`config.mk`:
```
export PLATFORM = sky130hd
export DESIGN_NAME = psd_div_cell
export DESIGN_NICKNAME = d
export VERILOG_FILES = /design/src/rtl/psd_pkg.sv /design/src/rtl/psd_div_cell.sv
export SDC_FILE = /design/constraint.sdc
export NUM_CORES = 1
export LEC_CHECK = 0
export BUFFER_PORTS_ARGS = -buffer_cell sky130_fd_sc_hd__buf_4
export CAP_MARGIN = 20
export CORE_AREA = 2 2 214 216
export DETAILED_ROUTE_END_ITERATION = 7
export DIE_AREA = 0 0 216 218
export PLACE_DENSITY = 0.54
export SYNTH_ARGS = -nofsm -noshare
export SYNTH_HDL_FRONTEND = slang
export SYNTH_SLANG_ARGS = --single-unit
```
`constraint.sdc`:
```
create_clock -name clk -period 6.6 [get_ports clk]
set_input_delay 0.33 -clock clk [delete_from_list [all_inputs] [get_ports clk]]
set_output_delay 0.33 -clock clk [all_outputs]
set_load 0.01 [all_outputs]
```
`src/rtl/psd_pkg.sv`:
```
// psd_pkg: widths, beat types and pipeline record types of the
// point to segment distance block; no dependencies
package psd_pkg;

	localparam int COORD_WIDTH     = 24;
	localparam int COORD_FRAC_BITS = 8;
	localparam int T_FRAC_BITS     = 16;

	localparam int DIFF_W  = COORD_WIDTH + 1;        // b-a, p-a
	localparam int PROD_W  = 2 * DIFF_W;             // one product term
	localparam int L2_W    = PROD_W + 1;             // sum of three squares
	localparam int DOT_W   = PROD_W + 2;             // signed sum of three
	localparam int T_W     = T_FRAC_BITS + 1;        // t in [0,1]
	localparam int OFFP_W  = T_W + 1 + DIFF_W;       // t*d product
	localparam int ERR_W   = DIFF_W + 1;             // w - offset
	localparam int SQ_W    = 2 * ERR_W + 2;          // sum of squared errors
	localparam int ROOT_W  = SQ_W / 2;
	localparam int REM_W   = ROOT_W + 2;
	localparam int DIST_W  = 26;

	typedef struct packed {
		logic [COORD_WIDTH-1:0] seg_a_x;
		logic [COORD_WIDTH-1:0] seg_a_y;
		logic [COORD_WIDTH-1:0] seg_a_z;
		logic [COORD_WIDTH-1:0] seg_b_x;
		logic [COORD_WIDTH-1:0] seg_b_y;
		logic [COORD_WIDTH-1:0] seg_b_z;
		logic [COORD_WIDTH-1:0] query_x;
		logic [COORD_WIDTH-1:0] query_y;
		logic [COORD_WIDTH-1:0] query_z;
	} psd_in_t;

	typedef struct packed {
		logic [DIST_W-1:0] distance;
		logic              degenerate;
	} psd_out_t;

	// record handed along the divider cells
	typedef struct packed {
		logic [2:0][DIFF_W-1:0] w;
		logic [2:0][DIFF_W-1:0] d;
		logic [L2_W-1:0]        l2;
		logic [L2_W-1:0]        r;
		logic [T_W-1:0]         t;
		logic                   run;
		logic                   degen;
	} psd_div_t;

	// record handed along the square root cells
	typedef struct packed {
		logic [SQ_W-1:0]   n;
		logic [REM_W-1:0]  rem;
		logic [ROOT_W-1:0] root;
		logic              degen;
	} psd_sqrt_t;

endpackage

```
`src/rtl/psd_div_cell.sv`:
```
// psd_div_cell: one restoring division step, one quotient bit of t per cell;
// depends on psd_pkg
module psd_div_cell (
	input  logic               clk,
	input  logic               arst_n,
	input  logic               in_valid,
	input  psd_pkg::psd_div_t  in_data,
	output logic               in_ready,
	output logic               out_valid,
	output psd_pkg::psd_div_t  out_data,
	input  logic               out_ready
);

	logic              valid_q;
	psd_pkg::psd_div_t data_q;
	psd_pkg::psd_div_t next_c;
	logic [psd_pkg::L2_W:0] r2_c;

	assign in_ready = !valid_q || out_ready;

	always_comb begin
		next_c = in_data;
		r2_c   = {in_data.r, 1'b0};
		if (in_data.run) begin
			if (r2_c >= {1'b0, in_data.l2}) begin
				next_c.r = psd_pkg::L2_W'(r2_c - {1'b0, in_data.l2});
				next_c.t = {in_data.t[psd_pkg::T_W-2:0], 1'b1};
			end else begin
				next_c.r = r2_c[psd_pkg::L2_W-1:0];
				next_c.t = {in_data.t[psd_pkg::T_W-2:0], 1'b0};
			end
		end
	end

	always_ff @(posedge clk or negedge arst_n) begin
		if (!arst_n) begin
			valid_q <= 1'b0;
		end else if (in_ready) begin
			valid_q <= in_valid;
		end
	end

	always_ff @(posedge clk) begin
		if (in_ready && in_valid) data_q <= next_c;
	end

	assign out_valid = valid_q;
	assign out_data  = data_q;

endmodule

```
### Yosys cells after proc, flatten, opt, wreduce, memory -nomap -nowiden

Cells that the tools add are included.

| word-level totals | value |
|---|---|
| bits of input ports | 275 |
| output and inout bits | 273 |
| register bits | 272 |
| word-level logic and storage cells | 19 |

| operators by class | value |
|---|---|
| $lt $le $gt $ge | 1 |
| reductions and logical operators | 3 |
| add/sub/neg operators | 1 |
| multiplexer cells | 2 |

Operators with widths:

| kind | number |
|---|---|
| $mux 68 | 2 |
| $ge 52x51->1 | 1 |
| $sub 51x51->51 | 1 |
| $logic_and 1x1->1 | 1 |
| $logic_not 1->1 | 1 |
| $logic_or 1x1->1 | 1 |

### Longest topological paths before layout

| logic depth | value |
|---|---|
| depth after elaboration | 3 |
| mapped depth | 14 |
| gate-level depth less buffers | 11 |

### Least setup slack after synthesis

OpenSTA, ideal clock, no wires.

| path | value |
|---|---|
| kind | register to register |
| start | register valid_q (netlist: out_valid) |
| end | register data_q (netlist bit out_data[0]) (enable) |
| data required time | 5932 ps |
| slack | -831 ps |
| arrival time | 6764 ps |
| library setup time | 668 ps |
| stages on the path, launching flop included | 3 |
| clock period less this slack | 7431 ps |
| path buffers | 0 |
| path through | dfrtp_1 nand2b_1 and2_1 |

| between the ends | value |
|---|---|
| word-level cells in the longest chain between the ends | 3 |

Ends and longest elaborated chain:

| item | line | source |
|---|---|---|
| start, declared | psd_div_cell.sv:14 | `logic valid_q;` |
| start signal, assigned | psd_div_cell.sv:39 | `valid_q <= in_valid;` |
| $logic_not 1->1 | psd_div_cell.sv:19 | `assign in_ready = !valid_q \|\| out_ready;` |
| $logic_or 1x1->1 | psd_div_cell.sv:19 |  |
| named net in_ready | psd_div_cell.sv:8 | `output logic in_ready,` |
| $logic_and 1x1->1 | psd_div_cell.sv:44 | `if (in_ready && in_valid) data_q <= next_c;` |
| end signal, assigned | psd_div_cell.sv:44 |  |
| end, declared | psd_div_cell.sv:15 | `psd_pkg::psd_div_t data_q;` |

The timed path passes the listed nets, and every way through them passes these cells.
A chain may end at the register's enable or synchronous reset.

==> impl_metrics.toml <==
[outcome]
status = "finished, final reports clean"

[sta]
setup_viol = 0
worst_clock_skew_ps = 10.01
rsz0062_at_grt = "no"
setup_slack_ps = 2516
finalHoldViolCount = 0
max_slew_margin_pct = 24.19
fin_crit_ps = 4084
slew_viol_final = 0
tns_ps = 0
post-route-period-util_pct = 61.88
fmax_mhz = 244.9
tightest_slew_ps = 1137

[yosys]
synth_area_mm2 = 0.01265
yosysSeqAreaShare_pct = 64.55
synth_cell_types = 70
synth-main-ff-cell = "edfxtp_1"
synth_nets = 1323
syn_inst = 996
synth_area_per_cell_um2 = 12.70
ys_ff_latch = 272
yosysWarningCount = 0
synth-async-reset-ratio_pct = 0.3676
synth_edf_count = 271

[clocking]
path_clk_slew_ps = 60
root_buffer = "clkbuf_16"
post_cts_resized = 0
hold_buffers = 203
clk_latency_ps = 550
h-tree-depth = 2
post_cts_buffers = 0
ctsLongestPathBuffers = 3
cts_made_buffers = 34
tritoncts = "done"
cts_sinks = 272

[power]
intPower_mw = 3.643
power.switching_mw = 1.312
power.density_mw_per_mm2 = 241.4
power_frac_clock_pct = 38.2
pwr-share-seq_pct = 41.8
leakage_nw = 8.710
switching_share_pct = 26.48
finalPower_mw = 4.955
comb_power_share_pct = 20.0
ir_drop_v = 0.0001491

[placed_design]
dpl.hpwl_um = 40700
routabilityCongestion = 0.8766
post-place-ws_ps = 2058
placed_area_mm2 = 0.01734
port_buffers = 547
dp.cells = 2108

[floorplan]
core.rowCount = 78
fp.dieW_um = 216
dieArea_mm2 = 0.04709
ios = 548
start_util_pct = 28.17
die-height_um = 218
coreArea_mm2 = 0.04489

[worst_setup_path]
crit_type = "input port to register"
required_ps = 6870
worstRegToRegCells = 3
cp-start-kind = "input port"
critPathCaptureType = "register"
crit_end = "out_data[49]$_DFFE_PP_"
cp_max_fo = 27
arrival_ps = 4350
r2r_setup_slack_ps = 4200
r2r-start = "out_valid$_DFFE_PN0N_"
crit_start = "in_data[94]"
r2r_end = "out_data[84]$_DFFE_PP_"

[global_route]
grt_pass1_wl_um = 76110
grt_remaining_overflow = 0
first_global_vias = 11270
grt_max_degree = 178
antenna_found_initial = 9
grt_usage_pct = 21.96

[routing]
drt_drc_violations_left = 0
dr.first_iter.drc_count = 797
vias_per_cell = 4.713
postRouteAntennaNets = 0
wl_per_cell_um = 22.65
routed_wl_um = 53920
via_count = 11220
firstDrtPassIters = 5

[cells_and_area]
nFillCells = 4134
final_cell_area_mm2 = 0.02053
layout-drive-gt1-share_pct = 35.61
area_delta_synth_final_pct = 62.34
fin_nets = 2076
regArea_mm2 = 0.008163
final_common_cell = "buf_4"
final_cells = 2380
layout_common_cells = "buf_4, edfxtp_1, dlygate4sd3_1"
multi_input_area_mm2 = 0.004011

[worst_hold_path]
hold_class = "input port to register"

[flow_run]
drv_cap = 0
-- Yosys cell counts, types with 5 or more instances --
cell type / number / area share [%]
o21ai_0: 35 / 1.4
a21oi_1: 66 / 2.6
nor3_1: 7 / 0.28
o21a_1: 6 / 0.36
ha_1: 51 / 5.0
and3_1: 6 / 0.30
inv_1: 70 / 2.1
xnor2_1: 15 / 1.0
nor2_1: 57 / 1.7
nand2_1: 117 / 3.5
nor4_1: 6 / 0.30
nand2b_1: 7 / 0.35
buf_4: 5 / 0.30
nand4_1: 20 / 0.99
a2bb2oi_1: 6 / 0.42
nand3_1: 21 / 0.83
nor2b_1: 6 / 0.30
xor2_1: 18 / 1.2
mux2_2: 17 / 1.5
or3_1: 6 / 0.30
o211ai_1: 8 / 0.47
clkbuf_1: 25 / 0.74
a21o_1: 27 / 1.6
a31oi_1: 40 / 2.0
edfxtp_1: 271 / 64
o21bai_1: 6 / 0.36
-- worst min-delay path by stage --
stage              from                     to  slack, ps  cells after the start
2_1_floorplan    arst_n  out_valid$_DFFE_PN0N_         30                      0
3_3_place_gp     arst_n  out_valid$_DFFE_PN0N_        110                      1
3_5_place_dp     arst_n  out_valid$_DFFE_PN0N_        110                      1
4_1_cts        in_valid  out_valid$_DFFE_PN0N_         20                      2
5_1_grt        in_valid  out_valid$_DFFE_PN0N_         20                      2
6_report       in_valid  out_valid$_DFFE_PN0N_         40                      2
-- area by class of cell --
class                      instances  area share [%]
inverter                          70           1.280
clock buffer                      42           4.394
multi-input combinational        615           19.54
clock inverter                    20           1.042
timing repair buffer             756           30.27
sequential                       272           39.76
tap                              600           3.657
antenna                            5         0.06095
-- layer usage --
| metal | up-vias | wire length (um) | GRT usage [%] |
|---|---|---|---|
| li1 | 5264 | - | - |
| met1 | 5443 | 21560 | 26.30 |
| met2 | 423 | 26880 | 37.96 |
| met3 | 80 | 3959 | 6.402 |
| met4 | 8 | 1472 | 6.758 |
| met5 | - | 47 | 1.354 |
-- power by group through the flow --
stage                     combinational [mW]  sequential (mW)  clock, mW
after floorplan                        0.379             2.17          0
after global placement                 0.880             2.10          0
after detailed placement               0.881             2.10          0
after CTS                              0.994             2.07       1.94
after global routing                    1.07             2.08       2.00
final                                  0.993             2.07       1.89
-- metrics by stage --
stage                     util, %  hold slack [ps]
final                       45.73            43.75
after global placement      38.62            105.6
after detailed placement    38.62            107.4
after floorplan                 -            34.41
after global routing        45.72            24.49
after CTS                   45.63            15.23
-- cells by family (layout without fill, tap and decap cells) --
kind of cell,count (synthesis),after routing,synth area share (%)
xor+xnor,33,33,2.286
mux,19,19,1.672
other cells,0,5,0
compound gates,240,240,12.53
buf+inv,109,888,3.770
flops,272,272,64.55
simple gates,271,271,9.993
fa+ha+maj,52,52,5.204
-- worst max-delay path, cell delays in order --
cell and delay (ps):
dlygate4sd3_1 540, buf_4 110, inv_1 40, ha_1 450, nand4_1 220, nor4_1 740, o2111ai_2 250, a2111o_1 550
nand2_2 460, buf_16 240, a2bb2oi_1 260, o21ai_0 140
-- registers in the layout, summed over array words and instances (netlist names) --
signal / cells
out_valid: 1
out_data: 271
Note: power is estimated with default switching activity, not from simulation.
