### config.mk
export PLATFORM = sky130hd
export DESIGN_NAME = psd_sqrt_cell
export DESIGN_NICKNAME = d
export VERILOG_FILES = /design/src/rtl/psd_pkg.sv /design/src/rtl/psd_sqrt_cell.sv
export SDC_FILE = /design/constraint.sdc
export NUM_CORES = 1
export LEC_CHECK = 0
export BUFFER_PORTS_ARGS = -buffer_cell sky130_fd_sc_hd__buf_2
export CAP_MARGIN = 20
export CORE_ASPECT_RATIO = 1.4
export CORE_MARGIN = 2
export CORE_UTILIZATION = 48
export DETAILED_ROUTE_END_ITERATION = 8
export PLACE_DENSITY = 0.89
export SYNTH_ARGS = -nofsm -noshare
export SYNTH_HDL_FRONTEND = slang
export SYNTH_SLANG_ARGS = --single-unit
### constraint.sdc
create_clock -name clk -period 4.8 [get_ports clk]
set_clock_uncertainty 0.05 [all_clocks]
set_input_delay 0.96 -clock clk [delete_from_list [all_inputs] [get_ports clk]]
set_output_delay 0.96 -clock clk [all_outputs]
set_load 0.1 [all_outputs]
### src/rtl/psd_pkg.sv
// psd_pkg: widths, beat types and pipeline record types of the
// point to segment distance block; no dependencies
package psd_pkg;

	localparam int COORD_WIDTH     = 24;
	localparam int COORD_FRAC_BITS = 8;
	localparam int T_FRAC_BITS     = 16;

	localparam int DIFF_W  = COORD_WIDTH + 1;        // b-a, p-a
	localparam int PROD_W  = 2 * DIFF_W;             // one product term
	localparam int L2_W    = PROD_W + 1;             // sum of three squares
	localparam int DOT_W   = PROD_W + 2;             // signed sum of three
	localparam int T_W     = T_FRAC_BITS + 1;        // t in [0,1]
	localparam int OFFP_W  = T_W + 1 + DIFF_W;       // t*d product
	localparam int ERR_W   = DIFF_W + 1;             // w - offset
	localparam int SQ_W    = 2 * ERR_W + 2;          // sum of squared errors
	localparam int ROOT_W  = SQ_W / 2;
	localparam int REM_W   = ROOT_W + 2;
	localparam int DIST_W  = 26;

	typedef struct packed {
		logic [COORD_WIDTH-1:0] seg_a_x;
		logic [COORD_WIDTH-1:0] seg_a_y;
		logic [COORD_WIDTH-1:0] seg_a_z;
		logic [COORD_WIDTH-1:0] seg_b_x;
		logic [COORD_WIDTH-1:0] seg_b_y;
		logic [COORD_WIDTH-1:0] seg_b_z;
		logic [COORD_WIDTH-1:0] query_x;
		logic [COORD_WIDTH-1:0] query_y;
		logic [COORD_WIDTH-1:0] query_z;
	} psd_in_t;

	typedef struct packed {
		logic [DIST_W-1:0] distance;
		logic              degenerate;
	} psd_out_t;

	// record handed along the divider cells
	typedef struct packed {
		logic [2:0][DIFF_W-1:0] w;
		logic [2:0][DIFF_W-1:0] d;
		logic [L2_W-1:0]        l2;
		logic [L2_W-1:0]        r;
		logic [T_W-1:0]         t;
		logic                   run;
		logic                   degen;
	} psd_div_t;

	// record handed along the square root cells
	typedef struct packed {
		logic [SQ_W-1:0]   n;
		logic [REM_W-1:0]  rem;
		logic [ROOT_W-1:0] root;
		logic              degen;
	} psd_sqrt_t;

endpackage

### src/rtl/psd_sqrt_cell.sv
// psd_sqrt_cell: one digit-by-digit square root step, one root bit per cell;
// depends on psd_pkg
module psd_sqrt_cell (
	input  logic               clk,
	input  logic               arst_n,
	input  logic               in_valid,
	input  psd_pkg::psd_sqrt_t in_data,
	output logic               in_ready,
	output logic               out_valid,
	output psd_pkg::psd_sqrt_t out_data,
	input  logic               out_ready
);

	localparam int RW = psd_pkg::REM_W;

	logic               valid_q;
	psd_pkg::psd_sqrt_t data_q;
	psd_pkg::psd_sqrt_t next_c;
	logic [RW+1:0]      acc_c;
	logic [RW+1:0]      trial_c;

	assign in_ready = !valid_q || out_ready;

	// bring down the next two bits, try root*4+1
	always_comb begin
		next_c  = in_data;
		acc_c   = {in_data.rem, in_data.n[psd_pkg::SQ_W-1 -: 2]};
		trial_c = (RW+2)'({in_data.root, 2'b01});
		next_c.n = {in_data.n[psd_pkg::SQ_W-3:0], 2'b00};
		if (acc_c >= trial_c) begin
			next_c.rem  = RW'(acc_c - trial_c);
			next_c.root = {in_data.root[psd_pkg::ROOT_W-2:0], 1'b1};
		end else begin
			next_c.rem  = acc_c[RW-1:0];
			next_c.root = {in_data.root[psd_pkg::ROOT_W-2:0], 1'b0};
		end
	end

	always_ff @(posedge clk or negedge arst_n) begin
		if (!arst_n) begin
			valid_q <= 1'b0;
		end else if (in_ready) begin
			valid_q <= in_valid;
		end
	end

	always_ff @(posedge clk) begin
		if (in_ready && in_valid) data_q <= next_c;
	end

	assign out_valid = valid_q;
	assign out_data  = data_q;

endmodule

Word level (Yosys, flattened, before mapping)
Index checks and enable logic that the tools add are counted.
Storage, ports and cells
  memories: 0
  memory bits (read-only): 0
  output and inout port bits: 113
  bits in writable memories: 0
  flip-flop bits (word level): 110
  latch bits: 0
  logic and storage cells: 11
Cells by class
  eq/ne operators: 0
  divide/modulo/power cells: 0
  mux-type cells: 1
  $lt $le $gt $ge: 1
  add/subtract/negate cells: 1
  reduce and logical (&&, ||, !) cells: 3
  shift operators: 0
  multiply operators: 0
  bitwise gates (word level): 0
Operators by type and width (count)
  $mux 56: 1
  $ge 31x29->1: 1
  $sub 29x29->29: 1
  $logic_and 1x1->1: 1
  $logic_not 1->1: 1
  $logic_or 1x1->1: 1

Logic depth before layout (Yosys ltp)
Gate-level depths: netlist of the first run.
  depth in word-level cells: 3
  depth in mapped cells: 12
  mapped depth without buffers: 10

Least setup slack after synthesis of the first run
OpenSTA, ideal clock, no wires.
  path kind: input port to flip-flop
  from: in out_ready
  to: reg data_q, in the netlist out_data[0] (enable)
  stages on the path: 2
  setup slack: -123 ps
  required time: 4270 ps
  arrival time: 4393 ps
  path through: nand2b_1 > and2_1
Between the ends
  word-level cells in the longest chain between the ends: 2
RTL lines
  start, declared: RTL line psd_sqrt_cell.sv:11  | input logic out_ready
  $logic_or 1x1->1: RTL line psd_sqrt_cell.sv:22  | assign in_ready = !valid_q || out_ready;
  $logic_and 1x1->1: RTL line psd_sqrt_cell.sv:48  | if (in_ready && in_valid) data_q <= next_c;
  end signal, assigned: RTL line psd_sqrt_cell.sv:48
  end, declared: RTL line psd_sqrt_cell.sv:17  | psd_pkg::psd_sqrt_t data_q;
No other way between the ends.
A chain may end at the register's enable or synchronous reset.

==> results_dict.tcl, run 1 <==
set metrics [dict create \
    powerDensity_nw_per_um2 414.0 \
    r2r_end "out_data[55]" \
    die_area_sq_um 11810 \
    ios 228 \
    synth_top_area_share_pct 62.30 \
    startpoint "in_data[5]" \
    ys_warn_count 0 \
    clkSinkCount 110 \
    ctsRootBufferMaster "clkbuf_16" \
    syn_to_final_growth_pct 29.70 \
    routedWlPerCell_um 18.55 \
    cts.clk_slew.worst_paths_ns 0.08 \
    finalCriticalPeriod_ns 3.604 \
    critical_path_buf_inv_count 2 \
    ir_drop_uv 274.3 \
    grt_pass1_wl_mm 21.17 \
    crit_arrival_ns 3.64 \
    p_leak_nw 3.004 \
    synth_xor_area_share_pct 4.501 \
    p_clk_share_pct 25.9 \
    die_h_um 127.8 \
    numPortBuffers 225 \
    grt.overflow.total 0 \
    routed_wirelength_mm 14.60 \
    core_area_sq_um 10750 \
    cts-hold-fix-buffers 0 \
    synth-edff-count 109 \
    grt_pass1_vias 4005 \
    synth_adder_area_share_pct 6.906 \
    finalNonFillerCells 787 \
    hold_violations 0 \
    path_class "in -> reg" \
    synthCells 413 \
    cp-start-kind "primary input" \
    setup-tns-final_ns 0 \
    crit_family "compound AO/OA/AOI/OAI gates" \
    slew_headroom_pct 30.95 \
    syn_area_sq_um 5254 \
    synth_area_leaders "edfxtp_1 62%, ha_1 6.9%, a21oi_1 4.0%" \
    avgSynthCellArea_sq_um 12.72 \
    reg2reg_slack_ns 2.64 \
    synth_area_leader_cell "edfxtp_1" \
    rr_worst_depth 3 \
    slowest_delay_ns 0.55 \
    antenna_found_initial 3 \
    cp-end-kind "flip-flop" \
    ant_nets 0 \
    switching_power_mw 1.102 \
    drt_iter0_drc 291 \
    fin_area_sq_um 6814 \
    vias_per_cell 5.306 \
    fin_ws_ns 1.196 \
    ys_seq_area_share_pct 62.78 \
    clock_latency_ns 0.34 \
    combPwrFrac_pct 32.7 \
    max_cap_viol_count 0 \
    cp_cell_sequence "buf_2 > inv_1 > ha_1 > a21oi_1 > a21boi_0 > a21boi_0 > o221ai_1 > o311ai_0 > o21ai_0 > xor2_1 > a21oi_1" \
    synth_compound_area_share_pct 12.10 \
    setup_viol 0 \
    rsz0062_at_grt "no" \
    ys_seq_elements 110 \
    synth_common_cells "109 x edfxtp_1, 42 x a21oi_1, 35 x inv_1, 35 x nor2_1, 29 x ha_1" \
    cts_tree "done" \
    synthFlopType "edfxtp_1" \
    initial_utilization_pct 48.85 \
    vias 4176 \
    p_seq_share_pct 41.4 \
    cts_resized 0 \
    cpMaxStageDelayCell "o311ai_0" \
    synth-simple-area-share_pct 7.811 \
    cp_data_required_time_ns 4.83 \
    power_mw 2.821 \
    swShare_pct 39.06 \
    numCtsBuffers 9 \
    die_width_um 92.42 \
    hp-class "in -> async" \
    numPlacedInstances 767 \
    rows 45 \
    cts_buffer_depth 2 \
    utilization_pct 63.36 \
    dp.final_hpwl_mm 11.38 \
    place_area_sq_um 6507 \
    hold-worst-slack_ns 0.3261 \
    synthDistinctLibCells 50 \
    drive_above_1_share_pct 40.65 \
    yosys.cell_count.top_type "edfxtp_1" \
    grt_use_total_pct 23.61 \
    place_congestion 0.8897 \
    cts_setup_buffers 0 \
    drc 0 \
    p_int_mw 1.719 \
    slew_violations 0 \
    reg2reg_from "out_valid" \
    htree_levels 3 \
    status "finished, final reports clean" \
    synth_top_family_by_area "compound AO/OA/AOI/OAI gates" \
    worst_pin_slew_ns 1.036 \
    fmax_mhz 277.5 \
    grt_max_degree 83 \
    nNetsFinal 781 \
    fillers 839 \
    crit_fanout 4 \
    ys_async_sr_fraction_pct 0.9091 \
    muxShareOfSynthArea_pct 1.572 \
    dpl_worst_slack_ns 0.8758 \
    min_period_over_period_pct 75.08 \
    first_pass_iters 5 \
]
[cells by family after synthesis]
group,Yosys count
adder cells (fa/ha/maj),29
multiplexers,7
XOR/XNOR,27
flip-flops,110
other,1
AO/OA/AOI/OAI,100
buffers and inverters,52
AND/OR/NAND/NOR,87
[sequential cells by signal (all words and copies together) (netlist names)]
register	count
out_data	109
out_valid	1
[area by class of cell]
cell class	count	area (sq um)	area share, %
Inverter	35	131.4	1.928
Antenna cell	4	10.01	0.1469
Multi-Input combinational cell	252	1745	25.62
Timing Repair Buffer	229	1156	16.97
Sequential cell	110	3298	48.40
Clock inverter	6	67.56	0.9916
Clock buffer	10	229.0	3.360
Tap cell	141	176.4	2.589
[cell usage in the layout, fill, tap and decap left out, drive strengths merged, types with 5 or more instances in the layout]
cell type	instances
nand2	18
nor2	35
o21ai	20
nor3	6
nand3	9
inv	38
o21a	5
clkbuf	10
ha	29
a21oi	43
xnor2	17
edfxtp	109
xor2	10
mux2	7
buf	229
a21o	7
[power groups by stage]
stage	registers (mW)	logic, mW	clock network [mW]
final	1.17	0.922	0.731
after floorplan	1.67	0.262	0
after global placement	1.19	0.900	0
after CTS	1.17	0.920	0.741
after global routing	1.17	0.966	0.778
after detailed placement	1.19	0.917	0
[worst max-delay path by stage]
stage	endpoint	cells after the start
final	out_data[53]	11
after global routing	out_data[50]	11
after CTS	out_data[56]	11
after detailed placement	out_data[56]	11
after global placement	out_data[53]	11
after floorplan	out_data[0]	2
[metal layers]
layer | vias to the layer above | wire (um) | GRT usage [%]
met4 | 2 | 144 | 5.531
met2 | 211 | 7729 | 43.50
met3 | 19 | 1497 | 6.761
met1 | 1970 | 5212 | 26.90
li1 | 1974 | - | -
met5 | - | 16 | 0
Note: power is estimated with default switching activity, not from simulation.
==> inputs of run 2 (changes only) <==
--- a/config.mk
+++ b/config.mk
@@ -5,13 +5,14 @@
 export SDC_FILE = /design/constraint.sdc
 export NUM_CORES = 1
 export LEC_CHECK = 0
+export ABC_AREA = 1
 export BUFFER_PORTS_ARGS = -buffer_cell sky130_fd_sc_hd__buf_2
 export CAP_MARGIN = 20
 export CORE_ASPECT_RATIO = 1.4
 export CORE_MARGIN = 2
-export CORE_UTILIZATION = 48
+export CORE_UTILIZATION = 50
 export DETAILED_ROUTE_END_ITERATION = 8
-export PLACE_DENSITY = 0.89
+export PLACE_DENSITY = 0.88
 export SYNTH_ARGS = -nofsm -noshare
 export SYNTH_HDL_FRONTEND = slang
 export SYNTH_SLANG_ARGS = --single-unit
==> constraint.sdc (replaced) <==
create_clock -name clk -period 3.4 [get_ports clk]
set_clock_uncertainty 0.05 [all_clocks]
set_input_delay 0.68 -clock clk [delete_from_list [all_inputs] [get_ports clk]]
set_output_delay 0.68 -clock clk [all_outputs]
set_load 0.1 [all_outputs]
==> results_dict.tcl, run 2 <==
set metrics [dict create \
    status "finished, final reports clean" \
    finalNonFillerCells 1100 \
    routedWlPerCell_um 14.81 \
    drc 0 \
    yosys.cell_count.top_type "nand2_1" \
    finalCriticalPeriod_ns 2.505 \
    numPlacedInstances 1083 \
    drive_above_1_share_pct 30.35 \
    hp-class "in -> async" \
    die_h_um 136.9 \
    cts_tree "done" \
    cp-start-kind "primary input" \
    core_area_sq_um 12310 \
    crit_fanout 11 \
    hold_violations 0 \
    ant_nets 0 \
    cts-hold-fix-buffers 0 \
    cts_setup_buffers 0 \
    rr_worst_depth 2 \
    r2r_end "out_data[15]" \
    vias_per_cell 4.848 \
    swShare_pct 39.91 \
    ys_seq_area_share_pct 52.30 \
    synthFlopType "edfxtp_1" \
    grt_pass1_vias 5118 \
    drt_iter0_drc 270 \
    grt_use_total_pct 23.14 \
    grt_pass1_wl_mm 24.07 \
    ir_drop_uv 280.4 \
    cts_resized 0 \
    dp.final_hpwl_mm 13.10 \
    nNetsFinal 1088 \
    crit_arrival_ns 2.57 \
    syn_to_final_growth_pct 25.02 \
    combPwrFrac_pct 33.3 \
    vias 5333 \
    slew_headroom_pct 65.11 \
    worst_pin_slew_ns 0.5270 \
    path_class "in -> reg" \
    setup-tns-final_ns 0 \
    reg2reg_from "out_valid" \
    p_clk_share_pct 25.9 \
    synth_area_leaders "edfxtp_1 52%, nand2_1 15%, inv_1 8.5%" \
    routed_wirelength_mm 16.30 \
    rsz0062_at_grt "no" \
    p_leak_nw 4.147 \
    ios 228 \
    synth_common_cells "252 x nand2_1, 143 x inv_1, 109 x edfxtp_1" \
    rows 48 \
    synth-edff-count 109 \
    switching_power_mw 1.599 \
    largest_reg_flops 109 \
    cts_buffer_depth 2 \
    synth_area_leader_cell "edfxtp_1" \
    syn_area_sq_um 6306 \
    cts.clk_slew.worst_paths_ns 0.08 \
    avgSynthCellArea_sq_um 8.869 \
    cp_data_required_time_ns 3.46 \
    slew_violations 0 \
    layout_common_cells "252 x nand2_1, 225 x buf_2, 143 x inv_1" \
    min_period_over_period_pct 73.68 \
    ys_warn_count 0 \
    numPortBuffers 225 \
    ctsRootBufferMaster "clkbuf_16" \
    startpoint "in_data[1]" \
    grt.overflow.total 0 \
    ys_async_sr_fraction_pct 0.9091 \
    power_mw 4.007 \
    die_area_sq_um 13540 \
    htree_levels 3 \
    die_width_um 98.92 \
    numCtsBuffers 9 \
    setup_viol 0 \
    p_int_mw 2.408 \
    cp-end-kind "flip-flop" \
    max_cap_viol_count 0 \
    initial_utilization_pct 51.22 \
    final_common_cell "nand2_1" \
    synthCells 711 \
    synthDistinctLibCells 30 \
    clock_latency_ns 0.35 \
    clkSinkCount 110 \
    synth_top_area_share_pct 51.90 \
    first_pass_iters 4 \
    fmax_mhz 399.2 \
    reg2reg_slack_ns 1.78 \
    grt_max_degree 53 \
    place_congestion 0.9454 \
    antenna_found_initial 1 \
    ys_seq_elements 110 \
    p_seq_share_pct 40.8 \
    powerDensity_nw_per_um2 508.3 \
]
run 2: worst max path at each step:
stage                   end
2_1_floorplan   out_data[0]
3_3_place_gp   out_data[44]
3_5_place_dp   out_data[53]
4_1_cts        out_data[44]
5_1_grt        out_data[28]
6_report       out_data[51]
run 2: kinds of logic (layout without fill, tap and decap cells):
logic type	count (synthesis)	count (layout)	synth area share [%]
simple gates	384	384	28.02
buf+inv	154	391	10.36
flops	110	110	52.30
fa+ha+maj	29	29	5.754
compound gates	20	20	1.706
xor+xnor	13	13	1.806
other cells	1	3	0.05947
run 2: power by group through the flow:
stage	logic, mW	registers (mW)	clock network [mW]
6_report	1.33	1.63	1.04
5_1_grt	1.42	1.64	1.10
4_1_cts	1.34	1.64	1.07
3_5_place_dp	1.33	1.67	0
3_3_place_gp	1.32	1.66	0
2_1_floorplan	0.423	2.31	0
run 2: metal layers:
| metal | part of all wire, % | track usage, % |
|---|---|---|
| met5 | 0 | 0 |
| met4 | 2.9 | 10.12 |
| met3 | 7.3 | 5.669 |
| met2 | 56 | 46.32 |
| met1 | 34 | 21.66 |
run 2: per-stage QoR:
step | hold slack, ns | util, % | cell area [sq um] | worst slack [ns]
global placement | 0.4083 | 61.60 | 7584 | 0.5231
finish | 0.03771 | 64.03 | 7884 | 0.8948
CTS | 0.03179 | 64.01 | 7881 | 0.8929
detailed placement | 0.4077 | 61.60 | 7584 | 0.5161
global route | 0.02886 | 64.03 | 7884 | 0.7043
floorplan | 0.3344 | - | 6321 | 0.1823
run 2: final cells by class:
class | count | area, sq um
fillers | 1083 | 4428
flip-flops and latches | 110 | 3298
multi-input cells | 448 | 2370
repair buffers | 232 | 1191
inverters | 143 | 536.8
clock buffers | 9 | 225.2
well taps | 150 | 187.7
clock inverters | 7 | 72.57
diodes | 1 | 2.502
run 2: critical path, stage by stage:
cell and delay (ns):
buf_2 0.09, inv_1 0.04, ha_1 0.37, o21ai_0 0.11, nand2_1 0.14, nand2_1 0.09
nand2_1 0.12, nand2_1 0.09, nand2_1 0.10, nand2_1 0.10, nand3_2 0.21, buf_4 0.26
nand3_1 0.10, nand2_1 0.06
